===== config.mk =====
export PLATFORM = sky130hd
export DESIGN_NAME = key_press_event_detector_core
export DESIGN_NICKNAME = d
export VERILOG_FILES = /design/src/rtl/kped_pkg.sv /design/src/rtl/kped_cfg.sv /design/src/rtl/kped_fsm.sv /design/src/rtl/key_press_event_detector_core.sv
export SDC_FILE = /design/constraint.sdc
export NUM_CORES = 1
export LEC_CHECK = 0
export BUFFER_PORTS_ARGS = -buffer_cell sky130_fd_sc_hd__buf_2
export CAP_MARGIN = 20
export CORE_AREA = 2 2 120 122
export DETAILED_ROUTE_END_ITERATION = 16
export DIE_AREA = 0 0 122 124
export GPL_ROUTABILITY_DRIVEN = 0
export GPL_TIMING_DRIVEN = 0
export PLACE_DENSITY_LB_ADDON = 0.05
export SYNTH_ARGS = -nofsm -noshare
export SYNTH_HDL_FRONTEND = slang
export SYNTH_SLANG_ARGS = --single-unit

===== constraint.sdc =====
create_clock -name clk -period 11 [get_ports clk]
set_input_delay 2.2 -clock clk [delete_from_list [all_inputs] [get_ports clk]]
set_output_delay 2.2 -clock clk [all_outputs]
set_load 0.01 [all_outputs]

===== src/rtl/kped_pkg.sv =====
// Package: shared types and constants for the key press event detector.
`timescale 1ns / 1ps

package kped_pkg;

  localparam int unsigned KeyW   = 16;
  localparam int unsigned HoldW  = 16;
  localparam int unsigned RptW   = 4;
  localparam int unsigned KindW  = 3;
  localparam int unsigned CfgIdxW = 3;
  localparam int unsigned CfgDataW = 16;

  localparam logic [HoldW-1:0] HOLD_MAX = {HoldW{1'b1}};

  localparam logic [15:0]     LONG_TICKS_RST = 16'd100;
  localparam logic [15:0]     DELAY_TICKS_RST = 16'd50;
  localparam logic [RptW-1:0] INTERVAL_TICKS_RST = 4'd10;
  localparam logic [KeyW-1:0] REPEAT_KEY_FIRST_RST = 16'd8;
  localparam logic [KeyW-1:0] REPEAT_KEY_SECOND_RST = 16'd128;

  localparam logic [CfgIdxW-1:0] CFG_LONG_TICKS = 3'd0;
  localparam logic [CfgIdxW-1:0] CFG_DELAY_TICKS = 3'd1;
  localparam logic [CfgIdxW-1:0] CFG_INTERVAL_TICKS = 3'd2;
  localparam logic [CfgIdxW-1:0] CFG_REPEAT_KEY_FIRST = 3'd3;
  localparam logic [CfgIdxW-1:0] CFG_REPEAT_KEY_SECOND = 3'd4;

  typedef enum logic [2:0] {
    PH_IDLE    = 3'd0,
    PH_CONFIRM = 3'd1,
    PH_RELEASE = 3'd2,
    PH_CHANGE  = 3'd3,
    PH_REPEAT  = 3'd4
  } phase_t;

  typedef enum logic [KindW-1:0] {
    EV_NONE    = 3'd0,
    EV_PRESS   = 3'd1,
    EV_RELEASE = 3'd2,
    EV_LONG    = 3'd3,
    EV_REPEAT  = 3'd4
  } event_kind_t;

  typedef struct packed {
    logic [15:0]     long_ticks;
    logic [15:0]     delay_ticks;
    logic [RptW-1:0] interval_ticks;
    logic [KeyW-1:0] repeat_key_first;
    logic [KeyW-1:0] repeat_key_second;
  } cfg_t;

  typedef struct packed {
    event_kind_t     kind;
    logic [KeyW-1:0] key;
  } event_t;

endpackage


===== src/rtl/kped_cfg.sv =====
// Configuration registers of the key press event detector.
`timescale 1ns / 1ps

module kped_cfg (
  input  logic                          clk,
  input  logic                          rst_n,
  input  logic                          cfg_wr_en,
  input  logic [kped_pkg::CfgIdxW-1:0]  cfg_index,
  input  logic [kped_pkg::CfgDataW-1:0] cfg_wdata,
  output kped_pkg::cfg_t                cfg
);

  kped_pkg::cfg_t cfg_r;
  kped_pkg::cfg_t cfg_nxt;

  always_comb begin
    cfg_nxt = cfg_r;
    if (cfg_wr_en) begin
      case (cfg_index)
        kped_pkg::CFG_LONG_TICKS:        cfg_nxt.long_ticks = cfg_wdata;
        kped_pkg::CFG_DELAY_TICKS:       cfg_nxt.delay_ticks = cfg_wdata;
        kped_pkg::CFG_INTERVAL_TICKS:
          cfg_nxt.interval_ticks = cfg_wdata[kped_pkg::RptW-1:0];
        kped_pkg::CFG_REPEAT_KEY_FIRST:  cfg_nxt.repeat_key_first = cfg_wdata;
        kped_pkg::CFG_REPEAT_KEY_SECOND: cfg_nxt.repeat_key_second = cfg_wdata;
        default: ;
      endcase
    end
  end

  always_ff @(posedge clk) begin
    if (!rst_n) begin
      cfg_r.long_ticks        <= kped_pkg::LONG_TICKS_RST;
      cfg_r.delay_ticks       <= kped_pkg::DELAY_TICKS_RST;
      cfg_r.interval_ticks    <= kped_pkg::INTERVAL_TICKS_RST;
      cfg_r.repeat_key_first  <= kped_pkg::REPEAT_KEY_FIRST_RST;
      cfg_r.repeat_key_second <= kped_pkg::REPEAT_KEY_SECOND_RST;
    end else begin
      cfg_r <= cfg_nxt;
    end
  end

  assign cfg = cfg_r;

endmodule


===== src/rtl/kped_fsm.sv =====
// Key tracking state machine: phase, held key and hold and repeat counters.
`timescale 1ns / 1ps

module kped_fsm (
  input  logic                        clk,
  input  logic                        rst_n,
  input  logic                        adv,
  input  logic [kped_pkg::KeyW-1:0]   key,
  input  kped_pkg::cfg_t              cfg,
  output kped_pkg::event_t            evt
);

  kped_pkg::phase_t                 phase_r, phase_nxt;
  logic [kped_pkg::KeyW-1:0]        held_key_r, held_key_nxt;
  logic [kped_pkg::HoldW-1:0]       hold_count_r, hold_count_nxt;
  logic [kped_pkg::RptW-1:0]        repeat_count_r, repeat_count_nxt;

  logic                             same;
  logic                             is_repeat_key;
  logic [kped_pkg::HoldW-1:0]       hold_inc;
  logic [kped_pkg::RptW-1:0]        rpt_inc;
  logic                             long_hit;
  logic                             delay_hit;
  logic                             interval_hit;

  assign same          = (key == held_key_r);
  assign is_repeat_key = (key == cfg.repeat_key_first) || (key == cfg.repeat_key_second);
  assign hold_inc      = (hold_count_r != kped_pkg::HOLD_MAX) ?
                         hold_count_r + kped_pkg::HoldW'(1) : hold_count_r;
  assign rpt_inc       = repeat_count_r + kped_pkg::RptW'(1);
  assign long_hit      = (hold_inc >= cfg.long_ticks);
  assign delay_hit     = (hold_inc >= cfg.delay_ticks);
  assign interval_hit  = (rpt_inc >= cfg.interval_ticks);

  // next state
  always_comb begin
    phase_nxt        = phase_r;
    held_key_nxt     = held_key_r;
    hold_count_nxt   = hold_count_r;
    repeat_count_nxt = repeat_count_r;
    case (phase_r)
      kped_pkg::PH_CONFIRM: begin
        if (same) begin
          if (key[0]) begin
            phase_nxt = kped_pkg::PH_RELEASE;
          end else if (is_repeat_key) begin
            phase_nxt = kped_pkg::PH_REPEAT;
          end else begin
            phase_nxt = kped_pkg::PH_CHANGE;
          end
        end else begin
          phase_nxt = kped_pkg::PH_IDLE;
        end
      end
      kped_pkg::PH_RELEASE: begin
        if (!same) begin
          phase_nxt      = kped_pkg::PH_IDLE;
          hold_count_nxt = '0;
        end else if (long_hit) begin
          phase_nxt      = kped_pkg::PH_CHANGE;
          hold_count_nxt = '0;
        end else begin
          hold_count_nxt = hold_inc;
        end
      end
      kped_pkg::PH_CHANGE: begin
        if (!same) begin
          phase_nxt = kped_pkg::PH_IDLE;
        end
      end
      kped_pkg::PH_REPEAT: begin
        if (same) begin
          hold_count_nxt = hold_inc;
          if (delay_hit) begin
            repeat_count_nxt = interval_hit ? '0 : rpt_inc;
          end
        end else begin
          hold_count_nxt = '0;
          phase_nxt      = kped_pkg::PH_CHANGE;
        end
      end
      default: begin
        if (key != '0) begin
          held_key_nxt = key;
          phase_nxt    = kped_pkg::PH_CONFIRM;
        end else begin
          phase_nxt    = kped_pkg::PH_IDLE;
        end
      end
    endcase
  end

  // event output
  always_comb begin
    evt.kind = kped_pkg::EV_NONE;
    evt.key  = '0;
    case (phase_r)
      kped_pkg::PH_CONFIRM: begin
        if (same) begin
          evt.kind = kped_pkg::EV_PRESS;
          evt.key  = held_key_r;
        end
      end
      kped_pkg::PH_RELEASE: begin
        if (!same) begin
          evt.kind = kped_pkg::EV_RELEASE;
          evt.key  = held_key_r;
        end else if (long_hit) begin
          evt.kind = kped_pkg::EV_LONG;
          evt.key  = key;
        end
      end
      kped_pkg::PH_REPEAT: begin
        if (same && delay_hit && interval_hit) begin
          evt.kind = kped_pkg::EV_REPEAT;
          evt.key  = key;
        end
      end
      default: ;
    endcase
  end

  always_ff @(posedge clk) begin
    if (!rst_n) begin
      phase_r        <= kped_pkg::PH_IDLE;
      held_key_r     <= '0;
      hold_count_r   <= '0;
      repeat_count_r <= '0;
    end else if (adv) begin
      phase_r        <= phase_nxt;
      held_key_r     <= held_key_nxt;
      hold_count_r   <= hold_count_nxt;
      repeat_count_r <= repeat_count_nxt;
    end
  end

endmodule


===== src/rtl/key_press_event_detector_core.sv =====
// Top level of the key press event detector: input and result registers around the state machine.
// An accepted item goes through the input register, then the result register, to the out_ ports.
// Throughput: one item per cycle while out_stall is low; the input register and the result register
// let a new item enter while a finished result waits on a stalled output.
// Reset (synchronous, rst_n low): phase idle, counters and held key cleared,
// configuration back to its defaults, both registers empty.
`timescale 1ns / 1ps

module key_press_event_detector_core (
  input  logic                          clk,
  input  logic                          rst_n,
  input  logic                          in_valid,
  output logic                          in_stall,
  input  logic [kped_pkg::KeyW-1:0]     in_key_bitmap,
  output logic                          out_valid,
  input  logic                          out_stall,
  output logic [kped_pkg::KindW-1:0]    out_event_kind,
  output logic [kped_pkg::KeyW-1:0]     out_event_key,
  input  logic                          cfg_wr_en,
  input  logic [kped_pkg::CfgIdxW-1:0]  cfg_index,
  input  logic [kped_pkg::CfgDataW-1:0] cfg_wdata
);

  logic                         in_vld_r, in_vld_nxt;
  logic [kped_pkg::KeyW-1:0]    in_key_r;
  logic                         out_vld_r, out_vld_nxt;
  logic [kped_pkg::KindW-1:0]   out_kind_r;
  logic [kped_pkg::KeyW-1:0]    out_key_r;
  logic                         in_take;
  logic                         adv;
  kped_pkg::cfg_t               cfg;
  kped_pkg::event_t             evt;

  kped_cfg u_cfg (
    .clk       (clk),
    .rst_n     (rst_n),
    .cfg_wr_en (cfg_wr_en),
    .cfg_index (cfg_index),
    .cfg_wdata (cfg_wdata),
    .cfg       (cfg)
  );

  kped_fsm u_fsm (
    .clk   (clk),
    .rst_n (rst_n),
    .adv   (adv),
    .key   (in_key_r),
    .cfg   (cfg),
    .evt   (evt)
  );

  // advance the held item into the result register when it is free or draining
  assign adv      = in_vld_r && (!out_vld_r || !out_stall);
  assign in_stall = in_vld_r && !adv;
  assign in_take  = in_valid && !in_stall;

  always_comb begin
    in_vld_nxt = in_vld_r;
    if (in_take) begin
      in_vld_nxt = 1'b1;
    end else if (adv) begin
      in_vld_nxt = 1'b0;
    end
  end

  always_comb begin
    out_vld_nxt = out_vld_r;
    if (adv) begin
      out_vld_nxt = 1'b1;
    end else if (!out_stall) begin
      out_vld_nxt = 1'b0;
    end
  end

  always_ff @(posedge clk) begin
    if (!rst_n) begin
      in_vld_r  <= 1'b0;
      out_vld_r <= 1'b0;
    end else begin
      in_vld_r  <= in_vld_nxt;
      out_vld_r <= out_vld_nxt;
    end
  end

  always_ff @(posedge clk) begin
    if (in_take) begin
      in_key_r <= in_key_bitmap;
    end
    if (adv) begin
      out_kind_r <= evt.kind;
      out_key_r  <= evt.key;
    end
  end

  assign out_valid      = out_vld_r;
  assign out_event_kind = out_kind_r;
  assign out_event_key  = out_key_r;

endmodule

==> Word level (Yosys, flattened, before mapping) <==
Index checks and enable logic that the tools add are counted.
{ "word_totals": {"register_bits": 144, "inputBits": 40, "out_inout_bits": 21, "word_cells": 85} }
{ "op_classes": {"n_addsub": 2, "order_cmp": 3, "eq_ne": 16, "mux": 24, "n_bitwise": 1, "n_reduce_logical": 25} }
{ "ops": {"columns": ["op", "n"], "rows": [
  ["2-to-1 mux 16 bit", 4],
  ["case mux 19 bit (3 select lines)", 1],
  ["equality test 16 bit", 3],
  ["2-to-1 mux 19 bit", 2],
  ["greater-or-equal comparator 16 bit", 2],
  ["case mux 16 bit (2 select lines)", 1],
  ["2-to-1 mux 3 bit", 7],
  ["2-to-1 mux 18 bit", 1],
  ["2-to-1 mux 17 bit", 1],
  ["adder 16 x 1 -> 16 bit, second input constant", 1],
  ["inequality test 16 bit, second input constant", 1],
  ["nonzero test 16 bit", 1],
  ["equality test 3 x 2 -> 1 bit, second input constant", 4],
  ["case mux 3 bit (4 select lines)", 1],
  ["AND reduction 2 bit", 6],
  ["AND reduction 4 bit", 2],
  ["equality test 3 x 1 -> 1 bit, second input constant", 2],
  ["equality test 3 bit, second input constant", 2],
  ["logical AND 1 bit", 5],
  ["2-to-1 mux 1 bit", 5],
  ["adder 4 x 1 -> 4 bit, second input constant", 1],
  ["greater-or-equal comparator 4 bit", 1],
  ["logical NOT 1 bit", 4],
  ["2-to-1 mux 4 bit", 1],
  ["other kinds (9)", 12]
]} }

==> Depth between registers and ports, before layout <==
Gate-level depths: netlist (run 1).
{ "depth": {"word_depth": 8, "mapped_depth": 16, "ltp_nobuf": 14} }

==> Modules after synthesis <==
A second synthesis (run 1) with hierarchy kept.
{ "hier_totals": {"hier_cells": 817, "hier_area_um2": 7843.8} }
{ "by_module_without_submodules": {"columns": ["mod", "n_inst", "cells_per_inst", "area_each_um2", "seq_area_each_um2"], "rows": [
  ["kped_fsm", 1, 523, 4083.9, 780.7],
  ["kped_cfg", 1, 251, 2625.0, 1361.3],
  ["key_press_event_detector_core", 1, 43, 1134.8, 1091.0]
]} }

==> Least setup slack after synthesis (run 1) <==
No wires, ideal clock.
{ "synth_timing": {"path_kind": "input -> output", "startpoint": "in out_stall", "endpoint": "out in_stall", "t_arrival_ps": 2419, "t_required_ps": 8800, "path_slack_ps": 6381, "path_stages": 1, "path_buffers": 0, "path_cell_list": "and3_1"} }
{ "synth_via": {"elab_chain_len": 5} }
{ "synth_rtl": {"columns": ["item", "line_no", "text"], "rows": [
  ["start, declared", "key_press_event_detector_core.sv:16", "input logic out_stall,"],
  ["logical NOT 1 bit", null, null],
  ["logical OR 1 bit", "key_press_event_detector_core.sv:53", "assign adv = in_vld_r && (!out_vld_r || !out_stall);"],
  ["logical AND 1 bit", "key_press_event_detector_core.sv:53", null],
  ["logical NOT 1 bit", "key_press_event_detector_core.sv:54", "assign in_stall = in_vld_r && !adv;"],
  ["logical AND 1 bit", "key_press_event_detector_core.sv:54", null],
  ["end, declared", "key_press_event_detector_core.sv:13", "output logic in_stall,"]
]} }
No other way between the ends.

==> Final worst setup path (run 1) <==
Ends and elaborated chain as after synthesis.

==> results of run 1 <==
[synth_stat cells, types with 5 or more instances]
library cell and number:
buf_2 10, and3_1 10, xnor2_2 5, and4_1 6, xnor2_1 51, ha_1 38, nor2b_1 7, edfxtp_1 35
o21ai_0 20, clkbuf_1 30, nor4_1 8, nand3_1 31, inv_1 58, o2bb2ai_1 16, o211ai_1 10, nand3b_1 5
a211oi_1 6, and2_1 5, a21oi_1 80, nor2_1 39, nand2_1 158, mux2i_1 20, xor2_1 5, a31oi_1 9
dfxtp_1 109, nand4_1 19, nand2b_1 5, buf_6 7
[critical path, cell delays in order]
cell    delay, ps
buf_2         110
and3_1        200
buf_2         140
[power breakdown]
group	internal, mW	switching (mW)	total [mW]
Sequential	0.558	0.00819	0.566
Combinational	0.0379	0.0627	0.101
Clock	0.313	0.237	0.550
Total	0.909	0.307	1.22
[cells by family after synthesis]
group / count (synthesis) / synth area share
muxes: 23 / 0.0314
adders and majority gates: 38 / 0.0638
buffers and inverters: 109 / 0.0662
and+or+nand+nor: 313 / 0.201
DFF: 144 / 0.434
AOI/OAI and AO/OA: 156 / 0.127
xor gates and xnor gates: 61 / 0.0767
[registers in the layout, summed over array words and instances (netlist names)]
signal / flops
u_cfg.cfg: 68
out_valid: 1
u_fsm.phase_r: 3
in_key_r: 16
out_event_key: 16
u_fsm.hold_count_r: 16
u_fsm.repeat_count_r: 4
out_event_kind: 3
in_vld_r: 1
u_fsm.held_key_r: 16
[area by class of cell]
| type | count | area (µm²) | share of cell area |
|---|---|---|---|
| sequential | 144 | 3230 | 0.379 |
| buffer | 51 | 275 | 0.0322 |
| inverter | 58 | 218 | 0.0255 |
| timing repair buffer | 59 | 295 | 0.0346 |
| multi-input combinational | 591 | 3730 | 0.437 |
| tap | 180 | 225 | 0.0264 |
| clock inverter | 15 | 138 | 0.0161 |
| clock buffer | 17 | 425 | 0.0498 |
[per-layer routing]
layer	routed length (µm)	GRT usage	part of all wire
met5	0	0	0
met4	329	0.0826	0.017
met3	906	0.0435	0.047
met2	9020	0.453	0.47
met1	8870	0.357	0.46
[how the worst min path moves through the flow]
stage                             start            end  cells past startpoint
after global routing      u_cfg.cfg[60]  u_cfg.cfg[60]                      2
after floorplan           u_cfg.cfg[38]  u_cfg.cfg[38]                      2
after CTS                 u_cfg.cfg[60]  u_cfg.cfg[60]                      2
final                     u_cfg.cfg[60]  u_cfg.cfg[60]                      2
after global placement    u_cfg.cfg[43]  u_cfg.cfg[43]                      2
after detailed placement  u_cfg.cfg[60]  u_cfg.cfg[60]                      2
==> impl_results.rst, run 1 <==
.. list-table::
   :header-rows: 1

   * - Metric
     - Value
   * - Post-synth cell types
     - 56
   * - Highest-count cells in the layout ignoring fill and taps
     - 158 x nand2_1, 109 x dfxtp_1, 80 x a21oi_1
   * - Flip-flop and latch count after synthesis
     - 144
   * - Routed Wire Length
     - 19.1 mm
   * - Type of the tightest min-delay check
     - flip-flop to flip-flop
   * - Number of buffers inserted by post-CTS setup repair
     - 0
   * - Die Width
     - 122 µm
   * - Most common cell after layout, fill and taps aside
     - nand2_1
   * - Avg Synthesized Cell Area
     - 8.83 µm²
   * - FF-to-FF setup slack
     - 6290 ps
   * - Utilization after layout
     - 0.622
   * - Clock tree from TritonCTS
     - done
   * - Unrepaired setup endpoints after global routing
     - no
   * - Total Neg Setup Slack
     - 0 ps
   * - Hold Slack
     - 454 ps
   * - Cells resized by post-CTS repair
     - 0
   * - Worst slew slack as a fraction of its limit
     - 0.281
   * - Register area share after synthesis
     - 0.434
   * - Fraction of registers with async set/reset
     - 0
   * - Arr. time, crit path
     - 2660 ps
   * - Classification of the worst setup path
     - primary input to output port
   * - Gate count after technology mapping
     - 844
   * - Number of antenna violations at the first check in global routing
     - 0
   * - Logic depth of the worst register-to-register path
     - 15
   * - Syn nets
     - 922
   * - Fraction of layout instances using a drive strength above 1
     - 0.136
   * - Die area
     - 15,100 µm²
   * - Maximum number of pins on one net before global-route repair
     - 25
   * - Portion of the clock cycle consumed by the worst path in the final layout
     - 0.442
   * - Cells after DPL
     - 1,083
   * - Count of final setup violators
     - 0
   * - Detailed-placement wirelength estimate
     - around 14 mm
   * - Transition time of the tightest slew-check pin
     - 1070 ps
   * - Maximum fanout encountered on the critical timing path
     - 3
   * - Final instance count without filler cells
     - approximately 1,100
   * - Most common flop cell mapped by yosys
     - dfxtp_1
   * - Detail-routed net length per standard cell
     - roughly 17 µm
   * - Number of placement rows
     - 43
   * - Level count of the clock H-tree
     - 4
   * - Vias
     - 6,343
   * - Startpoint of the most critical setup path
     - out_stall
   * - # fillers
     - 1,203
   * - Layout Area Growth over Synthesis
     - 14.6%
   * - Count of pins on the block boundary
     - 61
   * - 1st-iter DRT viols
     - 693
   * - First-pass GRT wire length
     - 30.7 mm
   * - Max Clk Rate
     - 0.206 GHz
   * - Post-synth EDFFs
     - 35
   * - Fraction of synthesized cell area taken by the top area cell type
     - 0.293
   * - Cts bufs inserted
     - 17
   * - Number of violations of the max-capacitance limit
     - 0
   * - Total overflow reported by the global router
     - 0
   * - Run status
     - complete, no violations
   * - Power density normalized to cell area
     - 142 nW/µm²
   * - Starting density of the core
     - 0.543
   * - Cell area after layout
     - approximately 8500 µm²
   * - Maximum number of buffers from clock root to sink
     - 2
   * - Clock latency on the worst-skew pair
     - 430 ps
   * - DRC violation count after routing
     - 0
   * - Synth area leader
     - dfxtp_1
   * - Antenna Diode Count
     - 0
   * - Net total in the final layout
     - about 1,000
   * - Element type at the critical path start
     - primary input
   * - Peak VDD IR
     - 0.000113 V
   * - Required time reported for the critical path endpoint
     - 8800 ps
   * - Clock input transition at the sequential cells of the worst setup and hold paths
     - 60 ps
   * - Capturing instance or port of the critical path
     - in_stall
   * - Category of the worst setup path capture point
     - output port
   * - Vias in the first global route
     - between 6,000 and 7,000
   * - Post-layout minimum cycle time
     - 4860 ps
   * - CORE AREA
     - approximately 14,000 µm²
   * - Largest clock skew in the final design
     - roughly 7.7 ps
   * - Placement-stage cell area
     - 7980 µm²
   * - Launching point of the worst reg2reg path
     - u_fsm.hold_count_r[0]
   * - Dominant cells by area after synthesis
     - dfxtp_1 29%, edfxtp_1 14%, nand2_1 8.0%
   * - Clock tree root buffer cell
     - clkbuf_16
   * - Cell area after technology mapping
     - 7450 µm²
   * - Total count of max-transition violations in the final report
     - 0
   * - DR vias/cell
     - 5.69
   * - Setup WS post-layout
     - 6140 ps
   * - Post-route antenna net violation count
     - 0
   * - Power consumption
     - 1.22 mW
   * - Total number of clock tree sinks
     - 144
   * - Final hold violations
     - 0
   * - Leak Pwr
     - 3.39 nW
   * - # hold bufs at CTS
     - 0
   * - DP Worst Slack
     - ~6000 ps
   * - Floorplan die height
     - 124 µm
   * - Yosys warning total
     - 0
   * - DR pass1 iterations
     - 5
   * - Buffers on Ports
     - 59
   * - Aggregate global-route resource usage
     - 0.269
   * - Worst R2R End
     - out_event_key[6]
(Power assumes the default switching activity.)
==> run 2: changes to the inputs <==
- CORE_AREA: 2 2 120 122 -> 2 2 121 123
- DIE_AREA: 0 0 122 124 -> 0 0 123 125
- clock period: 11 -> 3.97 ns (I/O delays scaled with it)
==> impl_results.rst, run 2 (same netlist as run 1, synthesis figures left out) <==
.. list-table::
   :header-rows: 1

   * - Metric
     - Value
   * - Run status
     - complete, no violations
   * - Most frequent cell on the critical path
     - and4_1
   * - Number of antenna violations at the first check in global routing
     - 0 (unchanged)
   * - Fraction of layout instances using a drive strength above 1
     - 0.159 (+0.0229)
   * - Placement-stage cell area
     - 7990 µm² (+0.13%)
   * - Power consumption
     - 3.62 mW (+200%)
   * - # hold bufs at CTS
     - 0 (unchanged)
   * - Clock input transition at the sequential cells of the worst setup and hold paths
     - 60 ps (about the same)
   * - Aggregate global-route resource usage
     - 0.263 (-0.00575)
   * - Relative contribution of the clock network to total power
     - 0.490 (+0.038)
   * - Net total in the final layout
     - 1,010 (+1.0%)
   * - Sequential share of power
     - 0.433 (-0.032)
   * - Die Width
     - 123 µm (+0.82%)
   * - Clock tree root buffer cell
     - clkbuf_16
   * - Setup WS post-layout
     - 146 ps (-5990 ps)
   * - DR pass1 iterations
     - 5 (unchanged)
   * - Total overflow reported by the global router
     - 0 (unchanged)
   * - Detailed-placement wirelength estimate
     - 14.3 mm (+0.81%)
   * - Max Clk Rate
     - 0.262 GHz
   * - Post-route antenna net violation count
     - 0 (unchanged)
   * - Die area
     - 15,400 µm² (+1.6%)
   * - Count of pins on the block boundary
     - 61 (unchanged)
   * - Number of placement rows
     - 44 (+2.3%)
   * - Leak Pwr
     - 3.51 nW (+3.4%)
   * - Clock latency on the worst-skew pair
     - 430 ps (about the same)
   * - Cells traversed along the worst timing path
     - buf_2 > nand4_1 > nor4_4 > buf_4 > nand2_1 > and4_1 > xor2_2 > ha_1 > and4_1 > a31oi_1 > a21oi_1 > a211oi_4 > o22a_2 > buf_6 > o2bb2ai_1
   * - Cts bufs inserted
     - 17 (unchanged)
   * - Area of combinational cells with multiple inputs
     - 3800 µm² (+2.0%)
   * - Element type at the critical path start
     - flip-flop
   * - Category of the worst setup path capture point
     - flip-flop
   * - Net Sw Power
     - 0.848 mW (+180%)
   * - First-pass GRT wire length
     - 30.9 mm (+0.74%)
   * - DR vias/cell
     - 5.57 (-2.1%)
   * - Arr. time, crit path
     - 3990 ps (+1330 ps)
   * - Hold Slack
     - 455 ps (+0.196 ps)
   * - Area used by sequential logic in the layout
     - 3240 µm² (about the same)
   * - Maximum fanout encountered on the critical timing path
     - 10 (+7)
   * - Maximum number of pins on one net before global-route repair
     - 25 (unchanged)
   * - Starting density of the core
     - 0.525 (-0.0185)
   * - Layout Area Growth over Synthesis
     - 18.0%
   * - Highest-count cells in the layout ignoring fill and taps
     - 158 x nand2_1, 107 x dfxtp_1, 79 x a21oi_1
   * - CORE AREA
     - 14,200 µm² (+3.5%)
   * - Count of final setup violators
     - 0 (unchanged)
   * - Type of the tightest min-delay check
     - flip-flop to flip-flop
   * - Cell internal pwr
     - 2.77 mW (+210%)
   * - Largest clock skew in the final design
     - 12.5 ps (+4.79 ps)
   * - Peak VDD IR
     - 0.000350 V (+210%)
   * - DRC violation count after routing
     - 0 (unchanged)
   * - Final hold violations
     - 0 (unchanged)
   * - Maximum number of buffers from clock root to sink
     - 2 (unchanged)
   * - Total number of clock tree sinks
     - 144 (unchanged)
   * - Vias
     - 6,288 (-0.87%)
   * - Switching power as a share of total power
     - 0.234 (-0.0186)
   * - Cell area after layout
     - 8800 µm² (+3.0%)
   * - # fillers
     - 1,255 (+4.3%)
   * - Crit-path slowest cell
     - and4_1
   * - Most common cell after layout, fill and taps aside
     - nand2_1
   * - Number of violations of the max-capacitance limit
     - 0 (unchanged)
   * - Detail-routed net length per standard cell
     - 17.2 µm (+0.43%)
   * - Worst slew slack as a fraction of its limit
     - 0.355 (+0.0741)
   * - Vias in the first global route
     - 6,003 (-0.18%)
   * - Worst stage delay on the critical path
     - 320 ps (+120 ps)
   * - Level count of the clock H-tree
     - 4 (unchanged)
   * - Max FFs per register
     - 68 (unchanged)
   * - Clock tree from TritonCTS
     - done
   * - Required time reported for the critical path endpoint
     - 4140 ps (-4660 ps)
   * - Power density normalized to cell area
     - 412 nW/µm² (+190%)
   * - Utilization after layout
     - 0.619 (-0.00307)
   * - Buffers on Ports
     - 59 (unchanged)
   * - Part of the power in combinational logic
     - 0.077 (-0.006)
   * - Antenna Diode Count
     - 0 (unchanged)
   * - Portion of the clock cycle consumed by the worst path in the final layout
     - 0.963
   * - DP Worst Slack
     - -623 ps (-6760 ps)
   * - Total count of max-transition violations in the final report
     - 0 (unchanged)
   * - Routed Wire Length
     - 19.4 mm (+1.7%)
   * - Transition time of the tightest slew-check pin
     - 967 ps (-106 ps)
   * - 1st-iter DRT viols
     - 482 (-30%)
   * - Post-layout minimum cycle time
     - roughly 3800 ps
   * - Floorplan die height
     - 125 µm (+0.81%)
   * - Classification of the worst setup path
     - flip-flop to flip-flop
run 2: cell types whose count changed in the layout (fill, tap and decap cells not counted), moves of 2 or more:
cell       delta
buf_4         +9
bufinv_16     +4
xor2_1        -3
xor2_2        +3
a211oi_1      -2
clkinv_1      -2
dfxtp_1       -2
dfxtp_2       +2
run 2: final cells by class:
type	instances	share of cell area
multi-input cells	591	0.433
flip-flops and latches	144	0.368
clock buffers	17	0.0484
repair buffers	69	0.0418
plain buffers	51	0.0320
clock inverters	15	0.0265
well taps	184	0.0262
inverters	58	0.0248
run 2: what timing repair did:
item / in CTS / in global routing
buffers inserted: 6 / 2
pin swaps: 3 / 4
gates resized for setup: 8 / 10
endpoints found under the setup margin: 16 / 34
run 2: routing by layer:
layer	global-route usage	routed length, µm	up-vias
met5	0	0	-
met1	0.356	8920	3011
li1	-	-	3076
met2	0.420	9250	170
met3	0.0511	930	31
met4	0.0922	346	0
run 2: final timing paths:
check | startpoint | endpoint | slack [ps] | cells after the start
worst max-delay path | u_fsm.hold_count_r[3] | out_event_key[10] | 150 | 15
worst min-delay path | u_cfg.cfg[48] | u_cfg.cfg[48] | 450 | 2
worst max register to register | u_fsm.hold_count_r[3] | out_event_key[10] | 150 | 15
worst min register to register | u_cfg.cfg[48] | u_cfg.cfg[48] | 450 | 2
run 2: metrics by stage:
| step | TNS [ps] | instances |
|---|---|---|
| finish | 0 | 1129 |
| CTS | 0 | 1126 |
| floorplan | 0 | 844 |
| detailed placement | -7960 | 1088 |
| global placement | -7220 | 1087 |
| global route | -44.1 | 1129 |
run 2: power groups by stage:
stage / Combinational [mW] / Sequential (mW) / Clock [mW]
2_1_floorplan: 0.177 / 1.60 / 0
3_3_place_gp: 0.270 / 1.60 / 0
3_5_place_dp: 0.277 / 1.60 / 0
4_1_cts: 0.279 / 1.57 / 1.80
5_1_grt: 0.306 / 1.57 / 1.87
6_report: 0.280 / 1.57 / 1.77
run 2: critical path: cells and delay by family, from the launching register on:
kind,cells,cell delay (ps)
xor gates and xnor gates,1,270
buffers and inverters,3,540
adders and majority gates,1,300
AOI/OAI and AO/OA,5,950
DFF,1,300
and+or+nand+nor,5,1200
==> run 3: changes to the inputs <==
- ABC_CLOCK_PERIOD_IN_PS: not set -> 3970
- REMOVE_ABC_BUFFERS: not set -> 1
- SKIP_CTS_REPAIR_TIMING: not set -> 1
==> impl_results.rst, run 3 (same netlist as run 1, synthesis figures left out) <==
.. list-table::
   :header-rows: 1

   * - Metric
     - Value
   * - Post-route antenna net violation count
     - 0 (unchanged)
   * - Power density normalized to cell area
     - 407 nW/µm² (-1.2%)
   * - Detail-routed net length per standard cell
     - 16.8 µm (-2.7%)
   * - Maximum fanout encountered on the critical timing path
     - 9 (-1)
   * - Classification of the worst setup path
     - flip-flop to flip-flop
   * - Element type at the critical path start
     - flip-flop
   * - Type of the tightest min-delay check
     - flip-flop to flip-flop
   * - DRC violation count after routing
     - 0 (unchanged)
   * - Clock input transition at the sequential cells of the worst setup and hold paths
     - 60 ps (about the same)
   * - Portion of the clock cycle consumed by the worst path in the final layout
     - 0.954 (-0.00894)
   * - Layout Area Growth over Synthesis
     - 14.6%
   * - Vias in the first global route
     - 5,491 (-8.5%)
   * - Routed Wire Length
     - 18.1 mm (-6.8%)
   * - Total number of clock tree sinks
     - 144 (unchanged)
   * - Total count of max-transition violations in the final report
     - 0 (unchanged)
   * - Floorplan die height
     - 125 µm (unchanged)
   * - Peak VDD IR
     - 0.000290 V (-17%)
   * - Count of pins on the block boundary
     - 61 (unchanged)
   * - Detailed-placement wirelength estimate
     - 12.7 mm (-11%)
   * - Fraction of layout instances using a drive strength above 1
     - 0.158 (-0.000425)
   * - Relative contribution of the clock network to total power
     - 0.474 (-0.016)
   * - Clock latency on the worst-skew pair
     - 430 ps (about the same)
   * - Level count of the clock H-tree
     - 4 (unchanged)
   * - Number of antenna violations at the first check in global routing
     - 0 (unchanged)
   * - Largest clock skew in the final design
     - 8.73 ps (-3.77 ps)
   * - Switching power as a share of total power
     - 0.241 (+0.00668)
   * - Most frequent cell on the critical path
     - buf_4
   * - Cells traversed along the worst timing path
     - nand4_1 > buf_4 > nor4_4 > buf_4 > nand2_2 > and4_2 > xor2_2 > ha_1 > and4_1 > a31oi_1 > a21oi_2 > a211oi_4 > buf_4 > buf_4 > or4b_1 > a21oi_1
   * - DR vias/cell
     - 5.55 (-0.43%)
   * - Antenna Diode Count
     - 0 (unchanged)
   * - Run status
     - complete, no violations
   * - Cts bufs inserted
     - 17 (unchanged)
   * - Max Clk Rate
     - 0.264 GHz (+0.94%)
   * - Total overflow reported by the global router
     - 0 (unchanged)
   * - # fillers
     - 1,272 (+1.4%)
   * - Required time reported for the critical path endpoint
     - 4330 ps (+190 ps)
   * - Sequential share of power
     - 0.459 (+0.026)
   * - Total Neg Setup Slack
     - 0 ps (unchanged)
   * - Part of the power in combinational logic
     - 0.067 (-0.010)
   * - Final hold violations
     - 0 (unchanged)
   * - Count of final setup violators
     - 0 (unchanged)
   * - Transition time of the tightest slew-check pin
     - 950 ps (-17.0 ps)
   * - Most common cell after layout, fill and taps aside
     - nand2_1
   * - Highest-count cells in the layout ignoring fill and taps
     - 156 x nand2_1, 103 x dfxtp_1, 78 x a21oi_1
   * - Die Width
     - 123 µm (unchanged)
   * - Clock tree root buffer cell
     - clkbuf_16
   * - Die area
     - 15,400 µm² (unchanged)
   * - Net total in the final layout
     - 962 (-4.8%)
   * - Aggregate global-route resource usage
     - 0.246 (-0.0175)
   * - Maximum number of buffers from clock root to sink
     - 2 (unchanged)
   * - Max FFs per register
     - 68 (unchanged)
   * - Placement-stage cell area
     - 7760 µm² (-2.9%)
   * - Net Sw Power
     - 0.836 mW (-1.4%)
   * - Leak Pwr
     - 3.39 nW (-3.3%)
   * - Number of placement rows
     - 44 (unchanged)
   * - CORE AREA
     - 14,200 µm² (unchanged)
   * - Worst stage delay on the critical path
     - 500 ps (+180 ps)
   * - Category of the worst setup path capture point
     - flip-flop
   * - Vias
     - 5,995 (-4.7%)
   * - Post-layout minimum cycle time
     - 3790 ps (-35.5 ps)
   * - Cell area after layout
     - 8540 µm² (-2.9%)
   * - Clock tree from TritonCTS
     - done
   * - First-pass GRT wire length
     - 29.0 mm (-6.3%)
   * - Maximum number of pins on one net before global-route repair
     - 83 (+230%)
   * - Worst slew slack as a fraction of its limit
     - 0.365 (+0.0105)
   * - Starting density of the core
     - 0.525 (unchanged)
   * - Arr. time, crit path
     - 4150 ps (+160 ps)
   * - Buffers on Ports
     - 60 (+1.7%)
   * - DR pass1 iterations
     - 5 (unchanged)
   * - Cell internal pwr
     - 2.64 mW (-5.0%)
   * - 1st-iter DRT viols
     - 402 (-17%)
   * - Number of violations of the max-capacitance limit
     - 0 (unchanged)
   * - Crit-path slowest cell
     - or4b_1
-- run 3: metal layers --
layer  global-route usage  vias to the layer above  wire, µm
met5                    0                        -         0
met4               0.0976                        0       349
met3               0.0529                       26       950
met2                0.353                      160      8020
met1                0.359                     2826      8810
li1                     -                     2983         -
-- run 3: final timing paths --
check | startpoint | endpoint | slack (ps) | depth (start not counted)
setup / recovery | u_fsm.hold_count_r[3] | u_fsm.repeat_count_r[2] | 180 | 16
hold / removal | u_cfg.cfg[47] | u_cfg.cfg[47] | 460 | 2
setup reg to reg | u_fsm.hold_count_r[3] | u_fsm.repeat_count_r[2] | 180 | 16
hold reg to reg | u_cfg.cfg[47] | u_cfg.cfg[47] | 460 | 2
-- run 3: worst max-delay path, delay by kind of cell (launching register included) --
family	cells	cell delay (ps)
DFF	1	410
buffers and inverters	4	710
and+or+nand+nor	6	1640
AOI/OAI and AO/OA	4	480
adders and majority gates	1	290
xor gates and xnor gates	1	180
-- run 3: area by class of cell --
cell class / instances / area [µm²] / area share
multi-input cells: 592 / 3840 / 0.449
flip-flops and latches: 144 / 3240 / 0.380
clock buffers: 17 / 425 / 0.0498
repair buffers: 71 / 400 / 0.0469
well taps: 184 / 230 / 0.0270
inverters: 58 / 220 / 0.0258
clock inverters: 15 / 184 / 0.0215
-- run 3: power by group through the flow --
stage / Sequential [mW] / Clock (mW) / Combinational [mW]
3_3_place_gp: 1.62 / 0 / 0.218
2_1_floorplan: 1.62 / 0 / 0.140
5_1_grt: 1.60 / 1.74 / 0.257
3_5_place_dp: 1.63 / 0 / 0.230
4_1_cts: 1.59 / 1.67 / 0.231
6_report: 1.59 / 1.65 / 0.231
-- run 3: per-stage QoR --
stage          setup slack [ps]  instances  utilization  hold WS (ps)  power [mW]
5_1_grt                   -35.4       1081        0.601           467        3.60
6_report                    182       1081        0.601           456        3.47
4_1_cts                    -857       1073        0.589           456        3.49
3_3_place_gp               -715       1037        0.543           445        1.84
3_5_place_dp               -825       1041        0.546           448        1.86
2_1_floorplan               327        793            -           436        1.76
